### src/rtl/box_filter_2d_zero_pad_top_defines.svh
// ----------------------------------------------------------------------------
// Box filter assertion macros
// Shared wrappers for the concurrent checks of the box filter.
// ----------------------------------------------------------------------------
`ifndef BOX_FILTER_2D_ZERO_PAD_TOP_DEFINES_SVH
`define BOX_FILTER_2D_ZERO_PAD_TOP_DEFINES_SVH

// same-cycle implication
`define BFZ_ASSERT_IMP(lbl, clk, rst, ante, cons, msg) \
   lbl: assert property (@(posedge clk) disable iff (rst) (ante) |-> (cons)) else $error(msg);

// next-cycle implication
`define BFZ_ASSERT_NXT(lbl, clk, rst, ante, cons, msg) \
   lbl: assert property (@(posedge clk) disable iff (rst) (ante) |=> (cons)) else $error(msg);

`endif

### src/rtl/bfz_pkg.sv
// ----------------------------------------------------------------------------
// Box filter package
// Payload types, register indexes and fixed field widths.
// ----------------------------------------------------------------------------
package bfz_pkg;

   localparam int PIX_W        = 8;
   localparam int KSIZE_W      = 4;
   localparam int IWIDTH_W     = 11;
   localparam int IHEIGHT_W    = 13;
   localparam int CSR_DATA_W   = 13;
   localparam int CSR_IDX_W    = 2;
   localparam int ROW_W        = 13;
   localparam int HEIGHT_LIMIT = 4096;

   localparam logic [CSR_IDX_W-1:0] CSR_KERNEL_SIZE  = 2'd0;
   localparam logic [CSR_IDX_W-1:0] CSR_IMAGE_WIDTH  = 2'd1;
   localparam logic [CSR_IDX_W-1:0] CSR_IMAGE_HEIGHT = 2'd2;

   typedef struct packed {
      logic [PIX_W-1:0] pixel_value;
      logic             is_drain;
   } req_type;

   typedef struct packed {
      logic [PIX_W-1:0] averaged_pixel;
      logic             last_of_frame;
   } rsp_type;

endpackage

### src/rtl/bfz_div.sv
// ----------------------------------------------------------------------------
// Box filter divider
// Restoring divider, one quotient bit per cycle.
// ----------------------------------------------------------------------------
module bfz_div
   import bfz_pkg::*;
#(
   parameter int NW = 16,
   parameter int DW = 8
) (
   input  logic          clock,
   input  logic          reset,
   input  logic          start,
   input  logic [NW-1:0] dividend,
   input  logic [DW-1:0] divisor,
   output logic          done,
   output logic [NW-1:0] quotient
);

   localparam int CNT_W = $clog2(NW + 1);

   logic             busy_ff;
   logic [CNT_W-1:0] cnt_ff;
   logic [DW-1:0]    rem_ff;
   logic [NW-1:0]    quo_ff;
   logic [DW-1:0]    dsr_ff;
   logic             done_ff;
   logic [DW:0]      shifted;
   logic             fits;

   assign shifted  = {rem_ff, quo_ff[NW-1]};
   assign fits     = shifted >= {1'b0, dsr_ff};
   assign done     = done_ff;
   assign quotient = quo_ff;

   always_ff @(posedge clock) begin
      if (reset) begin
         busy_ff <= 1'b0;
         cnt_ff  <= '0;
         done_ff <= 1'b0;
      end else begin
         if (start) begin
            busy_ff <= 1'b1;
            done_ff <= 1'b0;
            cnt_ff  <= CNT_W'(NW);
            rem_ff  <= '0;
            quo_ff  <= dividend;
            dsr_ff  <= divisor;
         end else if (busy_ff) begin
            rem_ff  <= fits ? DW'(shifted - {1'b0, dsr_ff}) : shifted[DW-1:0];
            quo_ff  <= {quo_ff[NW-2:0], fits};
            cnt_ff  <= cnt_ff - 1'b1;
            done_ff <= (cnt_ff == CNT_W'(1));
            if (cnt_ff == CNT_W'(1)) begin
               busy_ff <= 1'b0;
            end
         end else begin
            done_ff <= 1'b0;
         end
      end
   end

endmodule

### config.mk
export PLATFORM = sky130hd
export DESIGN_NAME = bfz_div
export DESIGN_NICKNAME = d
export VERILOG_FILES = /design/src/rtl/box_filter_2d_zero_pad_top_defines.svh /design/src/rtl/bfz_pkg.sv /design/src/rtl/bfz_div.sv
export SDC_FILE = /design/constraint.sdc
export NUM_CORES = 1
export LEC_CHECK = 0
export BUFFER_PORTS_ARGS = -buffer_cell sky130_fd_sc_hd__buf_4
export CORE_MARGIN = 5
export CORE_UTILIZATION = 50
export DETAILED_ROUTE_END_ITERATION = 8
export GPL_TIMING_DRIVEN = 0
export PLACE_DENSITY_LB_ADDON = 0.08
export SLEW_MARGIN = 20
export SYNTH_ARGS = -nofsm -noshare
export SYNTH_HDL_FRONTEND = slang
export SYNTH_SLANG_ARGS = --single-unit
### constraint.sdc
create_clock -name clock -period 4.2 [get_ports clock]
set_clock_uncertainty 0.15 [all_clocks]
set_input_delay 0.84 -clock clock [delete_from_list [all_inputs] [get_ports clock]]
set_output_delay 0.84 -clock clock [all_outputs]
set_load 0.02 [all_outputs]
==> results of run 1 <==
-- sequential cells by signal, summed over array words and instances (netlist names) --
name,cells
done,1
quotient,16
rem_ff,8
cnt_ff,5
busy_ff,1
dsr_ff,8
-- logic make-up (layout without fill, tap and decap cells) --
family / Yosys count / in the layout / share of synthesized area
and+or+nand+nor: 38 / 38 / 0.108
buffers and inverters: 17 / 68 / 0.0343
muxes: 16 / 16 / 0.0867
adders and majority gates: 11 / 11 / 0.0699
DFF: 39 / 39 / 0.530
xor gates and xnor gates: 5 / 5 / 0.0211
AOI/OAI and AO/OA: 38 / 38 / 0.150
-- worst max-delay path, stage by stage, from the launching register on --
cell	delay, ns
sky130_fd_sc_hd__edfxtp_1	0.44
sky130_fd_sc_hd__ha_1	0.34
sky130_fd_sc_hd__nor2b_4	0.15
sky130_fd_sc_hd__o31ai_4	0.35
sky130_fd_sc_hd__a31o_4	0.25
sky130_fd_sc_hd__nand2_1	0.10
sky130_fd_sc_hd__mux2_2	0.28
-- where the power goes --
| group | switching (W) | internal (W) | total (W) | leakage [nW] |
|---|---|---|---|---|
| Sequential | 0.0000170 | 0.000454 | 0.000471 | 0.363 |
| Combinational | 0.000120 | 0.000108 | 0.000228 | 0.601 |
| Clock | 0.000125 | 0.000237 | 0.000363 | 0.0654 |
| Total | 0.000263 | 0.000800 | 0.00106 | 1.03 |
-- cells in the mapped netlist (4+ instances only) --
| cell type | instances | area share |
|---|---|---|
| sky130_fd_sc_hd__nand3_1 | 5 | 0.012 |
| sky130_fd_sc_hd__o21ai_0 | 6 | 0.014 |
| sky130_fd_sc_hd__dfxtp_1 | 7 | 0.067 |
| sky130_fd_sc_hd__nor3_1 | 8 | 0.019 |
| sky130_fd_sc_hd__edfxtp_1 | 32 | 0.46 |
| sky130_fd_sc_hd__xnor2_1 | 4 | 0.017 |
| sky130_fd_sc_hd__a21oi_1 | 9 | 0.022 |
| sky130_fd_sc_hd__ha_1 | 10 | 0.060 |
| sky130_fd_sc_hd__inv_1 | 13 | 0.023 |
| sky130_fd_sc_hd__nor2_1 | 6 | 0.011 |
| sky130_fd_sc_hd__mux2_2 | 16 | 0.087 |
-- stage by stage --
stage	instance area, sq um	util
finish	2610	0.651
floorplan	2080	-
CTS	2610	0.651
global placement	2450	0.614
detailed placement	2470	0.618
global route	2610	0.651
-- cells in the final DEF, fill, tap and decap left out, types with 2 or more instances in the layout --
cell / Yosys / layout
sky130_fd_sc_hd__a211oi_1: 3 / 3
sky130_fd_sc_hd__nor3_1: 8 / 8
sky130_fd_sc_hd__o21a_1: 2 / 2
sky130_fd_sc_hd__nor3b_1: 2 / 2
sky130_fd_sc_hd__nand2_1: 3 / 3
sky130_fd_sc_hd__clkbuf_1: 2 / 3
sky130_fd_sc_hd__o21ai_0: 6 / 6
sky130_fd_sc_hd__nor4b_1: 2 / 2
sky130_fd_sc_hd__nor2b_1: 3 / 3
sky130_fd_sc_hd__mux2_2: 16 / 16
sky130_fd_sc_hd__edfxtp_1: 32 / 32
sky130_fd_sc_hd__buf_4: 0 / 42
sky130_fd_sc_hd__nor2_1: 6 / 5
sky130_fd_sc_hd__ha_1: 10 / 10
sky130_fd_sc_hd__xnor2_1: 4 / 4
sky130_fd_sc_hd__inv_1: 13 / 13
sky130_fd_sc_hd__nand3_1: 5 / 5
sky130_fd_sc_hd__a211o_1: 2 / 2
sky130_fd_sc_hd__clkbuf_8: 0 / 5
sky130_fd_sc_hd__bufinv_16: 0 / 2
sky130_fd_sc_hd__a21oi_1: 9 / 9
sky130_fd_sc_hd__dfxtp_1: 7 / 7
sky130_fd_sc_hd__and3_1: 2 / 2
-- per-layer routing --
layer	vias up	wire [microns]
met5	-	0
met4	0	38
met3	4	272
met2	33	2090
met1	698	1880
li1	725	-
-- worst max-delay path by stage --
| stage | start | end | cells past startpoint |
|---|---|---|---|
| 6_report | rem_ff[0]$_SDFFCE_PP0P_ | quotient[0]$_DFFE_PP_ | 6 |
| 3_3_place_gp | start | quotient[3]$_DFFE_PP_ | 4 |
| 4_1_cts | rem_ff[0]$_SDFFCE_PP0P_ | quotient[0]$_DFFE_PP_ | 6 |
| 2_1_floorplan | reset | quotient[0]$_DFFE_PP_ | 2 |
| 5_1_grt | quotient[15]$_DFFE_PP_ | rem_ff[6]$_SDFFCE_PP0P_ | 8 |
| 3_5_place_dp | start | rem_ff[6]$_SDFFCE_PP0P_ | 4 |
-- layout make-up --
cell class / count / area, sq um / area share
flip-flops and latches: 39 / 1100 / 0.423
clock inverters: 2 / 60.1 / 0.0231
multi-input cells: 108 / 907 / 0.348
repair buffers: 43 / 330 / 0.127
plain buffers: 4 / 22.5 / 0.00865
inverters: 13 / 48.8 / 0.0187
clock buffers: 6 / 72.6 / 0.0279
well taps: 50 / 62.6 / 0.0240
==> run summary, run 1 <==
The number of nets handed over by synthesis was 202. Clock-pin slew was measured on the worst setup and hold paths at 0.08 ns. The global routing usage on met1 was 0.202; the hold path depth was 2. The signed area change from the synthesized netlist to the final layout was 25.4%. The ratio of cells with drive above 1 in the final layout came out at 0.367. After layout, the minimum clock period comes to 2.32 ns. The number of buffers inserted during clock tree synthesis is 5, and the final estimated routing congestion in global placement is 0.767. The period utilization was 0.551; the peak fanout along the critical path was 6. The number of cells on the worst reg-to-reg path works out to 6. The count of routing violations after the opening detailed-route iteration was 74. 0 antenna diodes ended up in the layout. The measured slew at the worst slew-check pin is 0.734 ns. The routed layout has 1460 vias. The logs give 0 for the total setup buffers inserted after CTS and 0 ns for the final total negative setup slack. The most used flip-flop cell after synthesis is sky130_fd_sc_hd__edfxtp_1. HPWL after detailed placement: 3300 microns. The tightest hold path in the finished design has a slack of 0.363 ns. The sequential-to-total area share from yosys stat was 0.530; the number of gates resized after cts was 0. The number of pins exceeding their max-slew limit in the final report is 0, and the routed length per instance is 16.1 microns. The total core area is 4000 sq um. The mapped netlist covers 2080 sq um. The maximum buffer depth of the clock tree was 2.

The run gives 0.0703 as the met3 track demand over resource in global routing. Yosys printed 0 warnings. The run finished with clean final reports.

44 I/O pins were placed. In the post-route analysis, the smallest setup slack over all paths is 1.88 ns. For the initial antenna violation count, the log shows 0. The first detailed-routing pass took 4 iterations. The per-instance average area after synthesis was 12.7 sq um; the number of cells in the design after placement was 257. The classification of the worst setup path is flip-flop to flip-flop. For this block, the routed nets add up to 4280 microns of wire. Via-per-instance ratio: 5.51. Counting every sink on the clock net gives 39.

In this run the horizontal extent of the chip is 74.5 microns. The number of nets with antenna violations after detailed routing is 0. The min-delay analysis places its worst path in the category flip-flop to flip-flop. The number of distinct library cells after synthesis was 47; the quantity of I/O buffers inserted on ports was 42.

TritonCTS built the clock tree. Share of flip-flops with an asynchronous set or reset after synthesis: 0. The post-layout total power is 0.00106 W, and the arrival time of data at the critical path endpoint is 2.20 ns. Power spread over the standard cell area amounts to 408 nW/um^2. For this run, the post-layout net count is 252.

After floorplanning, the core was divided into 23 placement rows. Filler-free cell count of the finished design: 265. The die covers 5540 sq um. Across the VDD grid, the largest voltage drop is 0.000281 V. Overall routing resource usage: 0.170. In this run the critical register-to-register path is launched from rem_ff[0]$_SDFFCE_PP0P_.

Setup repair after global routing left no endpoint under its margin. The tools report the static power due to leakage as 1.03 nW. For the worst-case headroom to the max-slew limit, the log shows 0.509. Clock tree synthesis selected as its root buffer the cell sky130_fd_sc_hd__clkbuf_8. For the worst setup path, the data required time is 4.09 ns. For the worst-skew pair, the clock arrives at the later sink with an insertion delay of 0.29 ns. For this design, the CTS-stage hold fixing added 0 buffers. Entering global routing, the biggest net connects 17 pins. The total count of hold-check failures in the final report was 0; the vertical extent of the die was 74.5 microns. Counting flops and latches in the post-synthesis netlist gives 39. After technology mapping, the gate count stands at 164.

The wire length of the first global-routing pass is 7200 microns. The count of flip-flops with a built-in enable after synthesis was 32. Global routing's busiest layer: met2. The number of global-route vias before repair is 1562, and the register-to-register setup slack is 1.88 ns. After global routing the overflow that remains totals 0. The hold-critical path endpoint was cnt_ff[1]$_SDFFE_PP0P_. The worst setup path is captured at a flip-flop. STA classifies the critical path startpoint as a flip-flop. For the detailed-route DRC error count, the log shows 0. End of the worst register-to-register path: quotient[0]$_DFFE_PP_. For this run, the top clock speed supported by timing is 432 MHz. The setup slack at placement came out at 1.84 ns. The startpoint identified for the worst hold timing path is cnt_ff[1]$_SDFFE_PP0P_. After filler insertion, the fill cell instance count of the layout stands at 320. Setup violations remaining at the end of the flow were counted as 0.

Max-cap violations in this run came to 0. The clock tree synthesis step divided the H-tree into 2 levels. The effective utilization at floorplan came out at 0.519. The global routing met2 resource utilization came out at 0.277.
(Power assumes the default switching activity.)
==> run 2, diff against run 1 <==
--- a/config.mk
+++ b/config.mk
@@ -7,7 +7,7 @@
 export LEC_CHECK = 0
 export BUFFER_PORTS_ARGS = -buffer_cell sky130_fd_sc_hd__buf_4
 export CORE_MARGIN = 5
-export CORE_UTILIZATION = 50
+export CORE_UTILIZATION = 49
 export DETAILED_ROUTE_END_ITERATION = 8
 export GPL_TIMING_DRIVEN = 0
 export PLACE_DENSITY_LB_ADDON = 0.08
==> constraint.sdc (replaced) <==
create_clock -name clock -period 2.1 [get_ports clock]
set_clock_uncertainty 0.15 [all_clocks]
set_input_delay 0.42 -clock clock [delete_from_list [all_inputs] [get_ports clock]]
set_output_delay 0.42 -clock clock [all_outputs]
set_load 0.02 [all_outputs]
==> run 2 against run 1 <==
Compared with the run above:
- the flow now finishes with violations (setup timing)
- clock-buffer cell count shrank 1
- fmax grew 9.4%
- via count grew 4.8%
- non-clock buffer count grew 12
- critical path depth grew 2
- first-iteration DRC count shrank 9.5%
==> run summary, run 2 (synthesis gave the netlist of run 1 again) <==
After floorplanning, the core was divided into 23 placement rows. Classification of the worst setup path: flip-flop to flip-flop. For the count of TritonRoute iterations in the first routing pass, the log shows 4. Tracing the worst setup path back leads to its startpoint at rem_ff[0]$_SDFFCE_PP0P_.

For the pin with the worst max-slew slack, the measured transition is 0.716 ns. The critical path contains buffers and inverters numbering 2 combined. Period utilization: 1.01. In this run the horizontal extent of the chip is 75.1 microns.

The worst path setup slack after routing is -0.0155 ns, and the number of gates on the worst path with buffers counted is 8. Counting tap cells, the placed design contains a total of 256 instances. The initial antenna violation count is 0. The tools report the kind of capture point of the worst setup path as a flip-flop. The tightest min-delay check is of the input pin to flip-flop type. The signed area change from the synthesized netlist to the final layout came out at 36.4%. The clock root buffer is sky130_fd_sc_hd__clkbuf_8. The library cell used most frequently in the layout, excluding fill and tap cells, is sky130_fd_sc_hd__buf_4. The logs give 284 for the number of fill cells and 25 for the pin count of the biggest net entering global routing.

The flow ran to the end, but the final reports show violations. Traced cell by cell, the critical path runs through buf_4, inv_1, fa_2, nor2b_2, o31a_2, o311ai_2, o21ai_1, a21oi_1. After routing the design area is 2830 sq um. The run gives 2.08 ns as the worst endpoint required time.

In this run the critical register-to-register path is captured at rem_ff[6]$_SDFFCE_PP0P_. The run gives 0 as the number of nets with antenna violations after detailed routing. Setup violations remaining at the end of the flow were counted as 2.

Counting along the longest clock path gives a buffer depth of 2. The number of pins exceeding their max-slew limit in the final report came out at 0. Final hold analysis gives a worst-case slack of 0.156 ns. After detailed routing, the number of remaining DRC violations is 0. For the number of nets in the layout, the log shows 265. In this run the critical register-to-register path is launched from rem_ff[0]$_SDFFCE_PP0P_. The HPWL after detailed placement was 3250 microns.

The tools report the overall routing resource usage as 0.183. The tools report the kind of start point of the critical path as a flip-flop. TritonCTS built the clock tree. Effective utilization at floorplan: 0.512. On the critical path, the stage with the largest delay is an instance of sky130_fd_sc_hd__edfxtp_1. The die is 75.1 microns tall.

The number of antenna diodes in the final layout is 0. The most critical setup path has its endpoint at rem_ff[6]$_SDFFCE_PP0P_. The run gives 0.28 ns as the clock latency of the later-clocked register in the worst-skew pair.

The worst-case headroom to the max-slew limit was 0.521; the detailed-route via count was 1530. The total count of hold-check failures in the final report was 0. The checks that failed: setup timing. The area of the die was 5640 sq um; the clock transition at the registers of the reported paths was 0.07 ns. In the layout the commonest cells are sky130_fd_sc_hd__buf_4, sky130_fd_sc_hd__edfxtp_1, sky130_fd_sc_hd__mux2_2.

The timing-limited maximum frequency was 473 MHz; the final critical-path required period was 2.12 ns. The first global-routing pass estimated 7750 microns of wire. The areal power density over the cells is 750 nW/um^2, and the hold buffer count at cts is 0. In this run the static leakage power is 1.09 nW. Setup total negative slack on the finished layout was measured at -0.0270 ns. Setup repair after global routing could not meet its margin everywhere. The peak fanout along the critical path works out to 3. STA puts the critical path data arrival time at 2.10 ns. Routability-driven placement finished with a final weighted congestion of 0.815. After global routing the overflow that remains totals 0. The filler-free cell count of the finished design was 278; the number of cells on the worst reg-to-reg path was 8.

The cell family contributing the most delay on the critical path is compound AO/OA/AOI/OAI gates. For the total of max-cap violations, the log shows 0. The H-tree generated during clock tree synthesis spans 2 levels.

The logs give 0.698 for the post-route core utilization and 1701 for the number of global-route vias before repair. Input and output buffers added on the ports amount to 42. The routed length per instance is 16.9 microns.

In this run the standard cell core region covers 4060 sq um. The run gives 44 as the number of placed I/O pins. The ratio of cells with drive above 1 in the final layout is 0.491, and the number of clock sinks is 39. For the register-to-register setup slack, the log shows -0.02 ns. The number of buffers inserted during clock tree synthesis is 5, and the via-per-instance ratio is 5.50. The delay of the slowest critical-path stage is 0.45 ns.

The flip-flop count of the largest register after layout was 16. After detailed placement, the total cell area comes to 2470 sq um. Across the VDD grid, the largest voltage drop is 0.000919 V. After the first detailed-routing iteration, the DRC count stood at 67. The routed design has 4690 microns of wire.
## run 2: changes by cell type in the layout (fill, tap and decap cells not counted), sizes merged
cell | previous run | this run
clkinv | 0 | 2
bufinv | 2 | 1
clkbuf | 8 | 7
buf | 45 | 57
a31oi | 2 | 3
## run 2: worst min-delay path by stage
stage | from | to | slack (ns) | cells past startpoint
after floorplan | cnt_ff[1]$_SDFFE_PP0P_ | cnt_ff[1]$_SDFFE_PP0P_ | 0.33 | 2
final | divisor[3] | dsr_ff[3]$_DFFE_PP_ | 0.16 | 1
after global placement | cnt_ff[1]$_SDFFE_PP0P_ | cnt_ff[1]$_SDFFE_PP0P_ | 0.35 | 2
after CTS | divisor[7] | dsr_ff[7]$_DFFE_PP_ | 0.14 | 1
after detailed placement | cnt_ff[1]$_SDFFE_PP0P_ | cnt_ff[1]$_SDFFE_PP0P_ | 0.35 | 2
after global routing | divisor[7] | dsr_ff[7]$_DFFE_PP_ | 0.13 | 1
## run 2: area by class of cell
type                            count  area, sq um  share of cell area
Clock buffer                        5         68.8              0.0243
Multi-Input combinational cell    109         1070               0.379
Inverter                           13         48.8              0.0172
Clock inverter                      3         38.8              0.0137
Timing Repair Buffer               55          417               0.147
Buffer                              4         22.5             0.00795
Sequential cell                    39         1100               0.389
Tap cell                           50         62.6              0.0221
## run 2: repair_timing
item | 4_1_cts | 5_1_grt
endpoints found under the setup margin | 9 | 9
gates cloned | 1 | 0
resized for setup | 19 | 10
setup buffers | 10 | 3
endpoints found under the hold margin | 0 | 0
pin swaps | 12 | 9
## run 2: layer usage
metal | vias up | global-route usage | routed length [microns]
met5 | - | 0 | 0
met4 | 0 | 0.0791 | 82
met3 | 9 | 0.0641 | 274
met2 | 39 | 0.289 | 2270
met1 | 730 | 0.226 | 2070
li1 | 752 | - | -
## run 2: report_power, final
part,total [W],internal [W],switching [W]
clock,0.000598,0.000348,0.000251
combinational,0.000580,0.000292,0.000288
sequential,0.000947,0.000909,0.0000381
total,0.00212,0.00155,0.000577
## run 2: through the flow
stage                     power (W)  setup slack (ns)
after floorplan             0.00127            0.0190
after detailed placement    0.00141            -0.181
after global routing        0.00223           -0.0645
final                       0.00212           -0.0155
after global placement      0.00140            -0.138
after CTS                   0.00210           -0.0401
==> run 3, diff against run 2 <==
--- a/config.mk
+++ b/config.mk
@@ -10,6 +10,7 @@
 export CORE_UTILIZATION = 49
 export DETAILED_ROUTE_END_ITERATION = 8
 export GPL_TIMING_DRIVEN = 0
+export MAX_ROUTING_LAYER = met4
 export PLACE_DENSITY_LB_ADDON = 0.08
 export SLEW_MARGIN = 20
 export SYNTH_ARGS = -nofsm -noshare
==> run 3 against run 2 <==
Compared with the run above:
- the run still ends with setup timing left
- via count grew 0.98%
- largest cell class unchanged
- design area unchanged
- flip-flop and latch count unchanged
- sequential power hardly changed
- power about the same
- global-route usage up 0.63 points
==> run summary, run 3 (synthesis gave the netlist of run 1 again) <==
In this run the count of I/O pins placed on the die edge is 44. From synthesis to final layout, the design area changed by 36.4%. The hold path depth is 1, and the post-route core utilization is 0.698.

For the area of the die, the log shows 5640 sq um. The period utilization is 1.01. The floorplan has 23 rows. The run gives 0 as the number of pins exceeding their max-slew limit in the final report. The checks that failed: setup timing. The run finished, with violations left. For this run, design rule violations remaining after detail routing come to 0. Once detailed placement completed, the half-perimeter wirelength came to 3250 microns. The H-tree generated during clock tree synthesis spans 2 levels. Entering global routing, the biggest net connects 25 pins. In this run the power density over the cells is 750 nW/um^2. The tools report the worst endpoint required time as 2.08 ns. Leaving out fill and tap cells, the most frequent cell in the layout is sky130_fd_sc_hd__buf_4. The area occupied by multi-input gates is 1070 sq um. Buffers inserted during clock tree synthesis total 5. The register-to-register setup slack was -0.02 ns; the number of setup violations in the final report was 3. The logs give 256 for the number of cells in the design after placement and 2.10 ns for the arrival time of data at the critical path endpoint.

The quantity of I/O buffers inserted on ports was 42. The run gives -0.0154 ns as the worst path setup slack after routing. The hold-critical path endpoint is dsr_ff[3]$_DFFE_PP_.

The first global-routing pass estimated 7750 microns of wire. The core region is 4060 sq um. In the layout the commonest cells are sky130_fd_sc_hd__buf_4, sky130_fd_sc_hd__edfxtp_1, sky130_fd_sc_hd__mux2_2.

The total count of hold-check failures in the final report was 0; the number of fill cells was 284. After detailed routing, the average wire length per cell comes to 16.9 microns. From bottom edge to top edge, the die measures 75.1 microns.

On the worst path, the slowest cell contributes a delay of 0.45 ns. Setup repair after global routing could not meet its margin everywhere. The run gives 0.522 as the worst-case headroom to the max-slew limit. The endpoint identified for the worst register-to-register timing path is rem_ff[6]$_SDFFCE_PP0P_. The internal power of the cells totals 0.00155 W.

The logs give 0 for the initial antenna violation count and 0 for the total of max-cap violations. The classification of the worst setup path is flip-flop to flip-flop. The repair_antennas step left the layout with diodes totalling 0. The x dimension of the die is 75.1 microns. Summing all flip-flop and latch instances after layout gives 1100 sq um. The routed wire length was 4710 microns. Kind of capture point of the worst setup path: a flip-flop. After layout, the minimum clock period comes to 2.12 ns. The number of clock sinks is 39, and the filler-free cell count of the finished design is 278. STA classifies the critical path startpoint as a flip-flop. After clock tree synthesis, the clock-pin slew on the worst setup and hold paths is 0.07 ns. At the pin with the least slew margin, the transition time is 0.714 ns. The slowest stage of the critical path belongs to the cell sky130_fd_sc_hd__edfxtp_1. The combinational share of power came out at 0.273.

The maximum buffer depth of the clock tree came out at 2. The final estimated routing congestion in global placement was 0.827. The peak fanout along the critical path is 3. For the overall routing resource usage, the log shows 0.189. The signal on the critical path passes through buf_4, inv_1, fa_2, nor2b_2, o31a_2, o311ai_2, o21ai_1, a21oi_1. The startpoint identified for the worst register-to-register timing path is rem_ff[0]$_SDFFCE_PP0P_.

The count of routing violations after the opening detailed-route iteration came out at 68. At the end of the flow, the number of nets in the layout was 265. At the later pin of the worst-skew pair, clock insertion delay measures 0.29 ns. For the timing-limited maximum frequency, the log shows 473 MHz.

The count of nets left with antenna violations once routing finished came out at 0. The detailed-route via count was 1545. The tightest hold path in the finished design has a slack of 0.154 ns. The flip-flop count of the largest register after layout is 16, and the switching power of the nets is 0.000578 W. The logs give 1714 for the number of global-route vias before repair and 1.09 nW for the static power due to leakage.

TritonCTS built the clock tree. For the largest voltage drop on the vdd net, the log shows 0.000919 V. The path class of the tightest hold or removal check is input pin to flip-flop. The total overflow left after global routing is 0.

The ratio of cells with drive above 1 in the final layout is 0.491. Clock root buffer: sky130_fd_sc_hd__clkbuf_8. Counting cells, the worst reg-to-reg path comes to 8. The count of TritonRoute iterations in the first routing pass came out at 4. The net switching fraction of the power is 0.272.

The worst hold path begins at divisor[3]. The tools report the effective utilization at floorplan as 0.512. The sequential power share came out at 0.445.

Using the TritonRoute via totals, the vias-per-cell ratio works out to 5.56. Clock share of power: 0.282.
-- run 3: cell counts in the layout (fill, tap and decap cells not counted) --
No cell type changed its count.
-- run 3: power by group through the flow --
stage / Clock [W] / Sequential, W / Combinational (W)
after floorplan: 0 / 0.000977 / 0.000297
after global placement: 0 / 0.000958 / 0.000440
after detailed placement: 0 / 0.000960 / 0.000455
after CTS: 0.000614 / 0.000947 / 0.000541
after global routing: 0.000652 / 0.000953 / 0.000627
final: 0.000600 / 0.000947 / 0.000580
-- run 3: what timing repair did --
action | 4_1_cts | 5_1_grt
hold buffers | 0 | 0
hold endpoints to repair | 0 | 0
endpoints found under the setup margin | 9 | 9
resized for setup | 19 | 10
setup buffers | 10 | 3
pin swaps | 12 | 9
cloned | 1 | 0
-- run 3: cell type report --
class                           count  area share
Buffer                              4     0.00795
Clock buffer                        5      0.0243
Clock inverter                      3      0.0137
Inverter                           13      0.0172
Multi-Input combinational cell    109       0.379
Sequential cell                    39       0.389
Tap cell                           50      0.0221
Timing Repair Buffer               55       0.147
-- run 3: metrics by stage --
step | TNS, ns | cell area, sq um | setup slack, ns | power [W]
6_report | -0.0283 | 2830 | -0.0154 | 0.00213
5_1_grt | -0.386 | 2830 | -0.0645 | 0.00223
4_1_cts | -0.104 | 2770 | -0.0401 | 0.00210
3_5_place_dp | -4.11 | 2470 | -0.181 | 0.00141
3_3_place_gp | -2.52 | 2470 | -0.138 | 0.00140
2_1_floorplan | 0 | 2090 | 0.0190 | 0.00127
-- run 3: worst max path at each step --
stage | start | to | slack (ns) | cells after the start
floorplan | rem_ff[0]$_SDFFCE_PP0P_ | quotient[0]$_DFFE_PP_ | 0.02 | 6
global placement | rem_ff[5]$_SDFFCE_PP0P_ | quotient[0]$_DFFE_PP_ | -0.14 | 5
detailed placement | rem_ff[5]$_SDFFCE_PP0P_ | quotient[0]$_DFFE_PP_ | -0.18 | 5
CTS | dsr_ff[1]$_DFFE_PP_ | quotient[0]$_DFFE_PP_ | -0.04 | 8
global route | rem_ff[1]$_SDFFCE_PP0P_ | rem_ff[5]$_SDFFCE_PP0P_ | -0.06 | 8
finish | rem_ff[0]$_SDFFCE_PP0P_ | rem_ff[6]$_SDFFCE_PP0P_ | -0.02 | 8
-- run 3: routing by layer --
metal / track usage / vias to the layer above / share of wire
li1: - / 751 / -
met1: 0.233 / 740 / 0.44
met2: 0.291 / 44 / 0.48
met3: 0.0561 / 10 / 0.052
met4: 0.0751 / 0 / 0.023
met5: - / - / 0
-- run 3: critical path, delay by kind of cell, from the launching register on --
family / cells / cell delay (ns)
flip-flops: 1 / 0.45
AND/OR/NAND/NOR: 1 / 0.06
AO/OA/AOI/OAI: 4 / 0.84
adder cells (fa/ha/maj): 1 / 0.22
buffers and inverters: 2 / 0.25
